$ cat config.mk
export PLATFORM = sky130hd
export DESIGN_NAME = pn3d_fade
export DESIGN_NICKNAME = d
export VERILOG_FILES = /design/src/rtl/core/pn3d_pkg.sv /design/src/rtl/core/pn3d_fade.sv
export SDC_FILE = /design/constraint.sdc
export NUM_CORES = 2
export LEC_CHECK = 0
export ABC_CLOCK_PERIOD_IN_PS = 8400
export BUFFER_PORTS_ARGS = -buffer_cell sky130_fd_sc_hd__buf_4
export CAP_MARGIN = 5
export CORE_UTILIZATION = 35
export CTS_BUF_LIST = sky130_fd_sc_hd__clkbuf_8
export DETAILED_ROUTE_END_ITERATION = 12
export GPL_ROUTABILITY_DRIVEN = 0
export HOLD_SLACK_MARGIN = 0.03
export MAX_ROUTING_LAYER = met4
export PLACE_DENSITY_LB_ADDON = 0.15
export SLEW_MARGIN = 5
export SYNTH_ARGS = -nofsm -noshare
export SYNTH_HDL_FRONTEND = slang
export SYNTH_SLANG_ARGS = --single-unit
$ cat constraint.sdc
create_clock -name clk -period 8.4 [get_ports clk]
set_input_delay 1.26 -clock clk [delete_from_list [all_inputs] [get_ports clk]]
set_output_delay 1.26 -clock clk [all_outputs]
set_load 0.02 [all_outputs]
$ cat src/rtl/core/pn3d_pkg.sv
// ----------------------------------------------------------------------------
// pn3d_pkg
// Shared constants, the permutation table and its lookup for the 3-D
// gradient noise pipeline.
// ----------------------------------------------------------------------------
package pn3d_pkg;

  localparam int FRAC_BITS_DEF = 16;
  localparam int COORD_W       = 32;
  localparam int CUBE_BITS     = 8;
  localparam int OUT_W         = 18;
  localparam int OUT_FRAC      = 16;

  localparam logic [3:0] GRAD_U_LIMIT = 4'd8;
  localparam logic [3:0] GRAD_V_LIMIT = 4'd4;
  localparam logic [3:0] GRAD_DUP_A   = 4'd12;
  localparam logic [3:0] GRAD_DUP_B   = 4'd13;

  localparam logic [7:0] PERM_ROM [256] = '{
    8'd151,8'd160,8'd137,8'd91,8'd90,8'd15,8'd131,8'd13,
    8'd201,8'd95,8'd96,8'd53,8'd194,8'd233,8'd7,8'd225,
    8'd140,8'd36,8'd103,8'd30,8'd69,8'd142,8'd8,8'd99,
    8'd37,8'd240,8'd21,8'd10,8'd23,8'd190,8'd6,8'd148,
    8'd247,8'd120,8'd234,8'd75,8'd0,8'd26,8'd197,8'd62,
    8'd94,8'd252,8'd219,8'd203,8'd117,8'd35,8'd11,8'd32,
    8'd57,8'd177,8'd33,8'd88,8'd237,8'd149,8'd56,8'd87,
    8'd174,8'd20,8'd125,8'd136,8'd171,8'd168,8'd68,8'd175,
    8'd74,8'd165,8'd71,8'd134,8'd139,8'd48,8'd27,8'd166,
    8'd77,8'd146,8'd158,8'd231,8'd83,8'd111,8'd229,8'd122,
    8'd60,8'd211,8'd133,8'd230,8'd220,8'd105,8'd92,8'd41,
    8'd55,8'd46,8'd245,8'd40,8'd244,8'd102,8'd143,8'd54,
    8'd65,8'd25,8'd63,8'd161,8'd1,8'd216,8'd80,8'd73,
    8'd209,8'd76,8'd132,8'd187,8'd208,8'd89,8'd18,8'd169,
    8'd200,8'd196,8'd135,8'd130,8'd116,8'd188,8'd159,8'd86,
    8'd164,8'd100,8'd109,8'd198,8'd173,8'd186,8'd3,8'd64,
    8'd52,8'd217,8'd226,8'd250,8'd124,8'd123,8'd5,8'd202,
    8'd38,8'd147,8'd118,8'd126,8'd255,8'd82,8'd85,8'd212,
    8'd207,8'd206,8'd59,8'd227,8'd47,8'd16,8'd58,8'd17,
    8'd182,8'd189,8'd28,8'd42,8'd223,8'd183,8'd170,8'd213,
    8'd119,8'd248,8'd152,8'd2,8'd44,8'd154,8'd163,8'd70,
    8'd221,8'd153,8'd101,8'd155,8'd167,8'd43,8'd172,8'd9,
    8'd129,8'd22,8'd39,8'd253,8'd19,8'd98,8'd108,8'd110,
    8'd79,8'd113,8'd224,8'd232,8'd178,8'd185,8'd112,8'd104,
    8'd218,8'd246,8'd97,8'd228,8'd251,8'd34,8'd242,8'd193,
    8'd238,8'd210,8'd144,8'd12,8'd191,8'd179,8'd162,8'd241,
    8'd81,8'd51,8'd145,8'd235,8'd249,8'd14,8'd239,8'd107,
    8'd49,8'd192,8'd214,8'd31,8'd181,8'd199,8'd106,8'd157,
    8'd184,8'd84,8'd204,8'd176,8'd115,8'd121,8'd50,8'd45,
    8'd127,8'd4,8'd150,8'd254,8'd138,8'd236,8'd205,8'd93,
    8'd222,8'd114,8'd67,8'd29,8'd24,8'd72,8'd243,8'd141,
    8'd128,8'd195,8'd78,8'd66,8'd215,8'd61,8'd156,8'd180
  };

  function automatic logic [7:0] perm_lookup(input logic [7:0] idx);
    perm_lookup = PERM_ROM[idx];
  endfunction

endpackage

$ cat src/rtl/core/pn3d_fade.sv
// ----------------------------------------------------------------------------
// pn3d_fade
// Five-stage quintic fade curve 6t^5-15t^4+10t^3 in Horner form.
// ----------------------------------------------------------------------------
module pn3d_fade import pn3d_pkg::*; #(
  parameter int FRAC_BITS = FRAC_BITS_DEF
) (
  input  logic                        clk,
  input  logic                        en,
  input  logic [FRAC_BITS-1:0]        frac,
  output logic signed [FRAC_BITS+5:0] fade
);

  localparam int FW = FRAC_BITS + 6;
  localparam int PW = FW + FRAC_BITS + 1;
  localparam logic signed [FW-1:0] ONE  = FW'(1) <<< FRAC_BITS;
  localparam logic signed [PW-1:0] HALF = PW'(1) <<< (FRAC_BITS - 1);

  logic [FRAC_BITS-1:0] t1, t2, t3, t4;
  logic signed [FW-1:0] a1, b2, c3, d4;
  logic signed [FW-1:0] t_in;
  logic signed [PW-1:0] p2, p3, p4, p5;

  assign t_in = $signed({{(FW-FRAC_BITS){1'b0}}, frac});
  assign p2 = $signed({1'b0, t1}) * a1 + HALF;
  assign p3 = $signed({1'b0, t2}) * b2 + HALF;
  assign p4 = $signed({1'b0, t3}) * c3 + HALF;
  assign p5 = $signed({1'b0, t4}) * d4 + HALF;

  always_ff @(posedge clk) begin
    if (en) begin
      t1   <= frac;
      a1   <= FW'(6) * t_in - FW'(15) * ONE;
      t2   <= t1;
      b2   <= FW'((p2 >>> FRAC_BITS) + PW'(FW'(10) * ONE));
      t3   <= t2;
      c3   <= FW'(p3 >>> FRAC_BITS);
      t4   <= t3;
      d4   <= FW'(p4 >>> FRAC_BITS);
      fade <= FW'(p5 >>> FRAC_BITS);
    end
  end

endmodule

==> results.rst <==
.. list-table::
   :header-rows: 1

   * - Metric
     - Value
   * - First-iteration detailed-routing DRC count
     - 1424
   * - Min cycle time layout
     - 7.73 ns
   * - Yosys warns
     - 0
   * - Placed Cells incl. Taps
     - 7680
   * - Count of cells resized by post-cts repair
     - 0
   * - Critical path's slowest cell
     - fa_1
   * - Worst flop-to-flop path startpoint
     - t1[4]$_DFFE_PP_
   * - CTS tree
     - yes
   * - Setup repair after global routing missed its margin
     - false
   * - Type of the worst setup path
     - register to register
   * - Setup violators final
     - 0
   * - Mean cell area of the mapped netlist
     - 9.62 µm²
   * - Synth async-reset ratio
     - 0
   * - Data arrival time at the worst-slack endpoint
     - 8.09 ns
   * - Sequential element share of the synthesized area
     - 0.0927
   * - Final design instance area without fill
     - 0.0581 mm²
   * - Peak fanout along the critical path
     - 21
   * - Number of antenna violations at the first check in global routing
     - 1
   * - Number of slew-limit violations in the final report
     - 0
   * - Clock insertion delay at the later pin of the skew report
     - 0.63 ns
   * - Die span in y
     - 399 µm
   * - Number of buffers inserted for hold repair after clock tree synthesis
     - 0
   * - Area of the die
     - 0.159 mm²
   * - Top-level port count
     - 40
   * - Starting density of the core
     - 0.353
   * - Std cell rows
     - 145
   * - Antenna violation net count after detailed routing
     - 0
   * - Average wire length per cell after detail routing
     - 16.4 µm
   * - Pin count of the biggest net entering global routing
     - 108
   * - Crit start category
     - register
   * - Global Route Usage Sum
     - 0.180
   * - Area post-placement
     - 0.0577 mm²
   * - Fill cell instance count of the final layout
     - 15900
   * - Top_reg_cell synth
     - edfxtp_1
   * - Highest cell delay on the worst timing path
     - 0.81 ns
   * - Number of detailed-route iterations in the first pass
     - 5
   * - Placeable core region
     - 0.156 mm²
   * - Cells after synthesis
     - 5726
   * - Worst min-delay path startpoint
     - frac[0]
   * - Final cell utilization of the core
     - 0.372
   * - Max-cap check violation count
     - 0
   * - Category of cells accounting for the largest share of critical-path delay
     - adder cells
   * - Detailed-route vias per instance
     - 4.56
   * - Slack of the worst reg-to-reg path
     - 0.67 ns
   * - Number of global-route vias before repair
     - 40500
   * - Max Clock Freq
     - 129 MHz
   * - Setup Total Neg Slack
     - 0 ns
   * - Number of enable-type register cells in the synthesized netlist
     - 170
   * - Die width
     - 399 µm
   * - Reg clk slew, reported paths
     - 0.09 ns
   * - Cell area after synthesis
     - 0.0551 mm²
   * - Count of buffers added by post-CTS timing repair for setup
     - 0
   * - Layout overhead on the synthesized area
     - 5.43%
   * - Category of the worst setup path capture point
     - register
   * - Number of library cell types mapped by synthesis
     - 61
   * - Routed vias
     - 35200
   * - Number of hold-slack violations in the final timing report
     - 0
   * - Wire length of the first global-routing pass
     - 218000 µm
   * - Clock buffers created by TritonCTS
     - 17
   * - H-tree depth
     - 4
   * - GR Overflow Total
     - 0
   * - Worst setup path startpoint
     - t1[4]$_DFFE_PP_
   * - Flip-flop and latch count after synthesis
     - 170
   * - CTS max path bufs
     - 2
   * - Clock net sink count
     - 170
   * - Worst Setup EP
     - b2[21]$_DFFE_PP_
   * - Dpl hpwl
     - 106000 µm
   * - Library cell used as clock root buffer
     - clkbuf_8
   * - Outcome
     - complete, no violations
   * - Final routed wirelength across all metal layers
     - 127000 µm
   * - Layout Cells excl Fill
     - 7712
   * - Share of cells above drive strength 1
     - 0.0274
   * - Clock skew after layout
     - 0.0306 ns
   * - Layout net count
     - 7461
   * - Depth of the worst register-to-register path
     - 26
   * - Max-Slew Margin vs Limit
     - 0.201
   * - DRC violations left
     - 0
   * - Worst flop-to-flop path endpoint
     - b2[21]$_DFFE_PP_
   * - Number of buffer cells added on primary ports
     - 39
   * - Number of gates on the worst path with buffers counted
     - 26
   * - Number of buffer and inverter instances along the worst setup path
     - 6
   * - Slew @ Worst Pin
     - 1.20 ns
   * - Final Cycle Share
     - 0.921
   * - Syn_nets
     - 7546
   * - Data required, critical path
     - 8.76 ns
   * - Hold WC Path Type
     - input pin to register
==> metrics by stage <==
step                      hold WS (ns)  setup slack (ns)
after floorplan                  0.461              1.24
after global placement           0.869             0.709
after detailed placement         0.862             0.641
after CTS                        0.762             0.607
after global routing             0.778             0.142
final                            0.847             0.666
==> metal layers <==
layer	GRT usage	part of all wire	vias to the layer above	wire length (µm)
met3	0.0180	0.026	67	3260
met4	0.0256	0.0092	0	1160
met1	0.242	0.48	18500	60500
li1	-	-	16300	-
met2	0.300	0.49	374	61900
met5	-	0	-	0
==> worst min-delay path by stage <==
stage / to / slack (ns) / cells past startpoint
detailed placement: t3[12]$_DFFE_PP_ / 0.86 / 0
floorplan: t3[1]$_DFFE_PP_ / 0.46 / 0
CTS: t1[0]$_DFFE_PP_ / 0.76 / 1
finish: t1[0]$_DFFE_PP_ / 0.85 / 1
global placement: t3[12]$_DFFE_PP_ / 0.87 / 0
global route: t1[0]$_DFFE_PP_ / 0.78 / 1
==> cell type report <==
| cell class | instances | area (µm²) | share of cell area |
|---|---|---|---|
| antenna | 1 | 2.50 | 0.0000431 |
| inverter | 1626 | 6100 | 0.105 |
| clock inverter | 14 | 161 | 0.00278 |
| multi-input combinational | 3719 | 43100 | 0.742 |
| sequential | 170 | 5100 | 0.0879 |
| clock buffer | 17 | 234 | 0.00403 |
| tap | 2058 | 2570 | 0.0443 |
| timing repair buffer | 107 | 810 | 0.0139 |
==> cell usage after synthesis, types with 10 or more instances <==
library cell  number  share of area
a31oi_1           15         0.0017
ha_1             452           0.10
nor2b_1           18         0.0020
nand2b_1          10         0.0011
xor2_1            34         0.0054
and3_1            15         0.0017
inv_1           1626           0.11
o21a_1            18         0.0025
a21oi_1           70         0.0064
edfxtp_1         170          0.093
o21ai_0           27         0.0025
nor2_1            59         0.0040
and2_1           640          0.073
nand3_1           19         0.0017
clkbuf_1         210          0.014
a21o_1            31         0.0042
xnor2_1           99          0.016
a211oi_1          12         0.0016
nor3_1            18         0.0016
nand2_1          744          0.051
fa_1            1350           0.49
==> sequential cells by signal, summed over array words and instances, names as in the netlist <==
signal	cells
a1	18
t1	16
d4	22
t4	16
t3	16
c3	22
t2	16
b2	22
fade	22
==> cell usage in the layout (no fill, tap or decap), types with 19 or more instances in the layout <==
master	synthesis	layout
fa_1	1350	1350
nand2_1	744	744
edfxtp_1	170	170
xnor2_1	99	99
buf_4	0	106
ha_1	452	452
xor2_1	34	34
inv_1	1626	1626
nand3_1	19	19
and2_1	640	640
o21ai_0	27	27
a21o_1	31	31
a21oi_1	70	70
nor2_1	59	59
==> kinds of logic (layout without fill, tap and decap cells) <==
family                     after synthesis  in the layout  share of synthesized area
AOI/OAI and AO/OA                      228            228                     0.0278
xor gates and xnor gates               133            133                     0.0211
adders and majority gates             1802           1802                      0.593
buffers and inverters                 1837           1764                      0.125
DFF                                    170            170                     0.0927
other                                    0              1                          0
and+or+nand+nor                       1556           1556                      0.140
Power is not shown: default switching activity piles up to over one toggle a cycle in this logic, so the estimate is an artifact.
