## src/rtl/core/pn3d_pkg.sv

```systemverilog
// ----------------------------------------------------------------------------
// pn3d_pkg
// Shared constants, the permutation table and its lookup for the 3-D
// gradient noise pipeline.
// ----------------------------------------------------------------------------
package pn3d_pkg;

  localparam int FRAC_BITS_DEF = 16;
  localparam int COORD_W       = 32;
  localparam int CUBE_BITS     = 8;
  localparam int OUT_W         = 18;
  localparam int OUT_FRAC      = 16;

  localparam logic [3:0] GRAD_U_LIMIT = 4'd8;
  localparam logic [3:0] GRAD_V_LIMIT = 4'd4;
  localparam logic [3:0] GRAD_DUP_A   = 4'd12;
  localparam logic [3:0] GRAD_DUP_B   = 4'd13;

  localparam logic [7:0] PERM_ROM [256] = '{
    8'd151,8'd160,8'd137,8'd91,8'd90,8'd15,8'd131,8'd13,
    8'd201,8'd95,8'd96,8'd53,8'd194,8'd233,8'd7,8'd225,
    8'd140,8'd36,8'd103,8'd30,8'd69,8'd142,8'd8,8'd99,
    8'd37,8'd240,8'd21,8'd10,8'd23,8'd190,8'd6,8'd148,
    8'd247,8'd120,8'd234,8'd75,8'd0,8'd26,8'd197,8'd62,
    8'd94,8'd252,8'd219,8'd203,8'd117,8'd35,8'd11,8'd32,
    8'd57,8'd177,8'd33,8'd88,8'd237,8'd149,8'd56,8'd87,
    8'd174,8'd20,8'd125,8'd136,8'd171,8'd168,8'd68,8'd175,
    8'd74,8'd165,8'd71,8'd134,8'd139,8'd48,8'd27,8'd166,
    8'd77,8'd146,8'd158,8'd231,8'd83,8'd111,8'd229,8'd122,
    8'd60,8'd211,8'd133,8'd230,8'd220,8'd105,8'd92,8'd41,
    8'd55,8'd46,8'd245,8'd40,8'd244,8'd102,8'd143,8'd54,
    8'd65,8'd25,8'd63,8'd161,8'd1,8'd216,8'd80,8'd73,
    8'd209,8'd76,8'd132,8'd187,8'd208,8'd89,8'd18,8'd169,
    8'd200,8'd196,8'd135,8'd130,8'd116,8'd188,8'd159,8'd86,
    8'd164,8'd100,8'd109,8'd198,8'd173,8'd186,8'd3,8'd64,
    8'd52,8'd217,8'd226,8'd250,8'd124,8'd123,8'd5,8'd202,
    8'd38,8'd147,8'd118,8'd126,8'd255,8'd82,8'd85,8'd212,
    8'd207,8'd206,8'd59,8'd227,8'd47,8'd16,8'd58,8'd17,
    8'd182,8'd189,8'd28,8'd42,8'd223,8'd183,8'd170,8'd213,
    8'd119,8'd248,8'd152,8'd2,8'd44,8'd154,8'd163,8'd70,
    8'd221,8'd153,8'd101,8'd155,8'd167,8'd43,8'd172,8'd9,
    8'd129,8'd22,8'd39,8'd253,8'd19,8'd98,8'd108,8'd110,
    8'd79,8'd113,8'd224,8'd232,8'd178,8'd185,8'd112,8'd104,
    8'd218,8'd246,8'd97,8'd228,8'd251,8'd34,8'd242,8'd193,
    8'd238,8'd210,8'd144,8'd12,8'd191,8'd179,8'd162,8'd241,
    8'd81,8'd51,8'd145,8'd235,8'd249,8'd14,8'd239,8'd107,
    8'd49,8'd192,8'd214,8'd31,8'd181,8'd199,8'd106,8'd157,
    8'd184,8'd84,8'd204,8'd176,8'd115,8'd121,8'd50,8'd45,
    8'd127,8'd4,8'd150,8'd254,8'd138,8'd236,8'd205,8'd93,
    8'd222,8'd114,8'd67,8'd29,8'd24,8'd72,8'd243,8'd141,
    8'd128,8'd195,8'd78,8'd66,8'd215,8'd61,8'd156,8'd180
  };

  function automatic logic [7:0] perm_lookup(input logic [7:0] idx);
    perm_lookup = PERM_ROM[idx];
  endfunction

endpackage

```

## src/rtl/core/pn3d_blend.sv

```systemverilog
// ----------------------------------------------------------------------------
// pn3d_blend
// Two-stage linear blend a + round(t * (b - a)).
// ----------------------------------------------------------------------------
module pn3d_blend import pn3d_pkg::*; #(
  parameter int FRAC_BITS = FRAC_BITS_DEF
) (
  input  logic                        clk,
  input  logic                        en,
  input  logic signed [FRAC_BITS+5:0] t,
  input  logic signed [FRAC_BITS+3:0] a,
  input  logic signed [FRAC_BITS+3:0] b,
  output logic signed [FRAC_BITS+3:0] y
);

  localparam int FW = FRAC_BITS + 6;
  localparam int BW = FRAC_BITS + 4;
  localparam int PW = FW + BW + 1;
  localparam logic signed [PW-1:0] HALF = PW'(1) <<< (FRAC_BITS - 1);

  logic signed [BW:0]   diff;
  logic signed [BW-1:0] a_d;
  logic signed [FW-1:0] t_d;
  logic signed [PW-1:0] prod;

  assign prod = t_d * diff + HALF;

  always_ff @(posedge clk) begin
    if (en) begin
      diff <= (BW+1)'(b) - (BW+1)'(a);
      a_d  <= a;
      t_d  <= t;
      y    <= a_d + BW'(prod >>> FRAC_BITS);
    end
  end

endmodule

```

## config.mk

```make
export PLATFORM = sky130hd
export DESIGN_NAME = pn3d_blend
export DESIGN_NICKNAME = d
export VERILOG_FILES = /design/src/rtl/core/pn3d_pkg.sv /design/src/rtl/core/pn3d_blend.sv
export SDC_FILE = /design/constraint.sdc
export NUM_CORES = 1
export LEC_CHECK = 0
export ABC_AREA = 0
export BUFFER_PORTS_ARGS = -buffer_cell sky130_fd_sc_hd__buf_2
export CAP_MARGIN = 10
export CELL_PAD_IN_SITES_DETAIL_PLACEMENT = 1
export CELL_PAD_IN_SITES_GLOBAL_PLACEMENT = 1
export CORE_MARGIN = 2
export CORE_UTILIZATION = 45
export DETAILED_ROUTE_END_ITERATION = 16
export PLACE_DENSITY = 0.73
export SYNTH_ARGS = -nofsm -noshare
export SYNTH_HDL_FRONTEND = slang
export SYNTH_SLANG_ARGS = --single-unit
```

## constraint.sdc

```tcl
create_clock -name clk -period 9.3 [get_ports clk]
set_clock_uncertainty 0.05 [all_clocks]
set_input_delay 0.465 -clock clk [delete_from_list [all_inputs] [get_ports clk]]
set_output_delay 0.465 -clock clk [all_outputs]
set_load 0.02 [all_outputs]
```

==> metrics.yaml, run 1 <==
max_freq_mhz: 114
die_height_um: 209
num_vias: 13200
end_kind: "register"
grt_pass1_vias: 15300
ios: 84
drive_above_1_share_pct: 8.12
slowest_delay_ns: 0.54
area_growth_pct: 8.01
maxCapViolations: 0
routed_via_density: 5.12
antenna-diode-count: 0
grt_max_degree: 72
slew_headroom_pct: 25.4
crit_path_frequent_cell: "fa_1"
status: "finished, final reports clean"
wl_per_cell_um: 19.8
tritoncts: "built"
grt_usage_pct: 25.1
cts_root_buf: "clkbuf_16"
clkTransAtPathRegs_ns: 0.08
r2r-start: "diff[4]"
hpwlAfterDp_um: 43200
final_min_period_over_clock_period_pct: 94.5
cp.required_ns: 9.39
die_w_um: 209
r2r_setup_slack_ns: 0.51
worst-r2r-cell-count: 33
start_util_pct: 45.4
port_buffers: 83
holdWs_ns: 0.187
final_max_slew_viol_count: 0
startpoint_type: "register"
antenna_found_initial: 3
fill_cells: 4721
cts_made_buffers: 9
cp_data_arrival_time_ns: 8.88
yosysMostFrequentCell: "inv_1"
firstDrtPassIters: 5
ys_types: 58
critical_path_class: "register to register"
synth_top_cells_by_count: "inv_1, fa_1, nand2_1"
synth_top_area_share_pct: 43.2
min-delay-start: "t[7]"
crit_fanout: 12
synth_area_leaders: "fa_1, edfxtp_1, inv_1, ha_1, and2_1"
drc_errors: 0
timing.setup.tns_ns: 0
rsz0062_at_grt: "no"
place_congestion: 0.867
async_flop_share_pct: 0
wl_um: 51200
min_path_cells: 1
syn_nets: 2584
min_period_ns: 8.79
coreArea_um2: 41800
grt_pass1_wl_um: 83800
clock_latency_ns: 0.40
synth_edf_count: 83
yosysTopAreaCell: "fa_1"
cts_buffer_depth: 2
drt_iter0_drc: 612
nets: 2655
htreeDepth: 3
yosys_register_bits: 83
worstHoldPathType: "input port to register"
cpMaxStageDelayCell: "fa_1"
ys.warnings.count: 0
rr_endpoint: "y[19]"
syn_inst: 1970
finalHoldViolCount: 0
synth_top_flop_cell: "edfxtp_1"
grt-ovfl-total: 0
syn-cell-area_um2: 18900
worst_slew_pin_slew_ns: 1.12
placed_cells: 2564
finalNonFillerCells: 2584
ant_nets: 0
finalSetupViolations: 0
syn_avg_cell_area_um2: 9.61
seq_area_frac_synth_pct: 13.2
die_area_um2: 43700
holdPathEnd: "t_d[7]"
clock_sinks: 83
row_count: 75
## critical path, delay by kind of cell, from the launching register on
kind | cells | cell delay (ns)
adder cells (fa/ha/maj) | 9 | 4.01
AO/OA/AOI/OAI | 13 | 2.81
XOR/XNOR | 3 | 0.40
buffers and inverters | 7 | 0.57
flip-flops | 1 | 0.53
AND/OR/NAND/NOR | 1 | 0.17
## per-layer routing
layer  global-route usage [%]  vias up  share of wire, %
met2                     41.9      277                49
met1                     34.3     6943                44
met5                        0        -             0.018
met3                     4.51       59               5.1
met4                     5.96        2               1.7
li1                         -     5957                 -
## worst max-delay path by stage
| stage | startpoint | endpoint | slack, ns | cells after the start |
|---|---|---|---|---|
| after CTS | diff[3] | y[19] | 0.36 | 30 |
| after detailed placement | diff[3] | y[19] | 0.38 | 30 |
| after floorplan | t_d[16] | y[19] | 1.12 | 33 |
| final | diff[4] | y[19] | 0.51 | 33 |
| after global routing | t_d[18] | y[19] | 0.02 | 28 |
| after global placement | diff[4] | y[19] | 0.55 | 33 |
## sequential cells by signal, summed over array words and instances (netlist names)
name  flops
t_d      22
diff     21
a_d      20
y        20
## cell type report
type / count / area (µm²) / area share (%)
sequential: 83 / 2490 / 12.2
multi-input combinational: 1309 / 14300 / 69.8
tap: 539 / 674 / 3.30
clock inverter: 4 / 52.6 / 0.257
inverter: 500 / 1880 / 9.17
timing repair buffer: 138 / 843 / 4.12
clock buffer: 11 / 233 / 1.14
## stage by stage
stage | worst slack [ns] | utilization (%) | area, µm²
2_1_floorplan | 1.12 | - | 18900
3_3_place_gp | 0.550 | 48.2 | 20100
3_5_place_dp | 0.382 | 48.2 | 20100
4_1_cts | 0.360 | 48.9 | 20400
5_1_grt | 0.0228 | 49.0 | 20500
6_report | 0.514 | 49.0 | 20500
## placed cells by master, fill, tap and decap left out, types with 21 or more instances in the layout
master / n
ha_1: 141
edfxtp_1: 83
xnor2_1: 61
a21oi_1: 38
nor2_1: 34
fa_1: 409
o21ai_0: 21
and2_1: 195
inv_1: 499
a21o_1: 22
buf_4: 55
buf_2: 82
nand2_1: 247
## cells by family (layout without fill, tap and decap cells)
logic type	Yosys count	in the layout	share of synthesized area [%]
simple gates	538	538	14.1
mux	1	1	0.0594
xor+xnor	77	77	3.56
flops	83	83	13.2
compound gates	143	143	5.17
buf+inv	578	653	11.5
fa+ha+maj	550	550	52.5
## repair_timing
action	4_1_cts	5_1_grt
buffers inserted	0	5
setup endpoints to repair	0	1
gates resized for setup	0	1
hold endpoints to repair	0	0
hold buffers	0	0
Power of run 1 is not shown: default switching activity piles up to over one toggle a cycle in this logic, so the estimate is an artifact.
==> run 2: changes to the inputs <==
--- a/config.mk
+++ b/config.mk
@@ -10,10 +10,12 @@
 export CAP_MARGIN = 10
 export CELL_PAD_IN_SITES_DETAIL_PLACEMENT = 1
 export CELL_PAD_IN_SITES_GLOBAL_PLACEMENT = 1
+export CORE_ASPECT_RATIO = 0.75
 export CORE_MARGIN = 2
 export CORE_UTILIZATION = 45
 export DETAILED_ROUTE_END_ITERATION = 16
 export PLACE_DENSITY = 0.73
+export SLEW_MARGIN = 40
 export SYNTH_ARGS = -nofsm -noshare
 export SYNTH_HDL_FRONTEND = slang
 export SYNTH_SLANG_ARGS = --single-unit
==> run 2 against run 1 <==
  * Global-route usage up 1.3 points
  * Maximum frequency rose by 0.33%
  * Register-to-register slack improved by 0.03 ns
  * Worst setup slack better by 0.029 ns
  * Sequential cell count stayed put
  * Count of clock-buffer cells in the layout fell by 1
==> metrics.yaml, run 2 (synthesized netlist as in run 1, its figures left out) <==
ios: 84  # unchanged
place_congestion: 0.877  # +1.1%
maxCapViolations: 0  # unchanged
coreArea_um2: 41800  # +0.10%
min_period_ns: 8.76  # -0.0289 ns
antenna_found_initial: 7  # +4
max_freq_mhz: 114  # +0.33%
top_register: "t_d"
crit_fanout: 12  # unchanged
place_area_um2: 20100  # about the same
grt_pass1_vias: 15400  # +0.75%
routed_via_density: 5.12  # about the same
cts_made_buffers: 9  # unchanged
wl_per_cell_um: 20.4  # +2.9%
start_util_pct: 45.3  # -0.048 points
finalSetupViolations: 0  # unchanged
cts_buffer_depth: 2  # unchanged
worstHoldPathType: "input port to register"
cp_data_arrival_time_ns: 8.84  # -0.04 ns
cp.required_ns: 9.39  # about the same
final_area_um2: 20500  # +0.28%
drive_above_1_share_pct: 8.08  # -0.041 points
timing.final.ws_setup_ns: 0.543  # +0.0289 ns
cts_root_buf: "clkbuf_16"
nets: 2652  # -0.11%
firstDrtPassIters: 5  # unchanged
grt_max_degree: 48  # -33%
top_regs: "t_d x22, diff x21"
drt_iter0_drc: 778  # +27%
status: "finished, final reports clean"
slowest_delay_ns: 0.69  # +0.15 ns
end_kind: "register"
wl_um: 53300  # +4.1%
largest_reg_flops: 22  # unchanged
slew_headroom_pct: 43.2  # +18 points
final_min_period_over_clock_period_pct: 94.2  # -0.31 points
fill_cells: 4824  # +2.2%
die_w_um: 241  # +15%
final_max_slew_viol_count: 0  # unchanged
worst-r2r-cell-count: 31  # -6.1%
area_growth_pct: 8.30
die_height_um: 182  # -13%
clock_sinks: 83  # unchanged
timing.setup.tns_ns: 0  # unchanged
htreeDepth: 3  # unchanged
hpwlAfterDp_um: 45300  # +4.8%
rsz0062_at_grt: "no"
grt_usage_pct: 26.5  # +1.3 points
place_ws_ns: 0.377  # -0.00538 ns
cpMaxStageDelayCell: "edfxtp_1"
min_path_cells: 1  # unchanged
drc_errors: 0  # unchanged
clock_latency_ns: 0.39  # about the same
holdWs_ns: 0.196  # +0.00910 ns
layout_commonest_cell: "inv_1"
num_vias: 13400  # +1.1%
grt_pass1_wl_um: 86900  # +3.6%
die_area_um2: 43800  # about the same
grt-ovfl-total: 0  # unchanged
clkTransAtPathRegs_ns: 0.07  # about the same
worst_slew_pin_slew_ns: 0.852  # -0.267 ns
tritoncts: "built"
port_buffers: 83  # unchanged
ant_nets: 0  # unchanged
finalHoldViolCount: 0  # unchanged
crit_path_frequent_cell: "fa_1"
critical_path_class: "register to register"
startpoint_type: "register"
row_count: 65  # -13%
final_cell_mix: "inv_1, fa_1, nand2_1"
==> run 2: cell types whose count changed in the layout (fill, tap and decap cells not counted), sizes merged <==
cell,delta
clkinv,-1
buf,-3
diode,+1
clkbuf,-1
inv,+2
bufinv,+1
==> run 2: worst max-delay path, delay by kind of cell, from the launching register on <==
family                   cells  cell delay (ns)
buffers and inverters        6             0.60
XOR/XNOR                     3             0.44
AO/OA/AOI/OAI               11             2.29
AND/OR/NAND/NOR              2             0.18
flip-flops                   1             0.69
adder cells (fa/ha/maj)      9             4.25
==> run 2: path summary, 6_finish.rpt <==
| check | startpoint | to | slack [ns] |
|---|---|---|---|
| setup / recovery | t_d[6] | y[19] | 0.54 |
| hold / removal | t[17] | t_d[17] | 0.20 |
| setup reg to reg | t_d[6] | y[19] | 0.54 |
| hold reg to reg | a_d[0] | y[0] | 0.52 |
==> run 2: through the flow <==
step | utilization [%] | instances
CTS | 48.9 | 2605
finish | 49.1 | 2613
global placement | 48.2 | 2589
floorplan | - | 1970
detailed placement | 48.2 | 2589
global route | 49.1 | 2613
==> run 2: what timing repair did <==
item                                    4_1_cts  5_1_grt
endpoints found under the hold margin         0        0
gates resized for setup                       0        1
hold buffers                                  0        0
setup buffers                                 0        5
endpoints found under the setup margin        0        1
==> run 2: layer usage <==
layer,track usage [%],vias to the layer above,wire length (µm)
li1,-,5965,-
met1,37.8,6997,24600
met2,40.8,353,24200
met3,6.52,62,3480
met4,6.10,2,908
met5,0,-,10
==> run 2: layout make-up <==
cell class,count,area [µm²],area share (%)
Multi-Input combinational cell,1309,14300,69.6
Clock inverter,6,87.6,0.427
Clock buffer,10,229,1.12
Inverter,500,1880,9.15
Tap cell,569,712,3.47
Sequential cell,83,2490,12.2
Timing Repair Buffer,135,828,4.04
Antenna cell,1,2.50,0.0122
Power of run 2 is left out for the same reason.
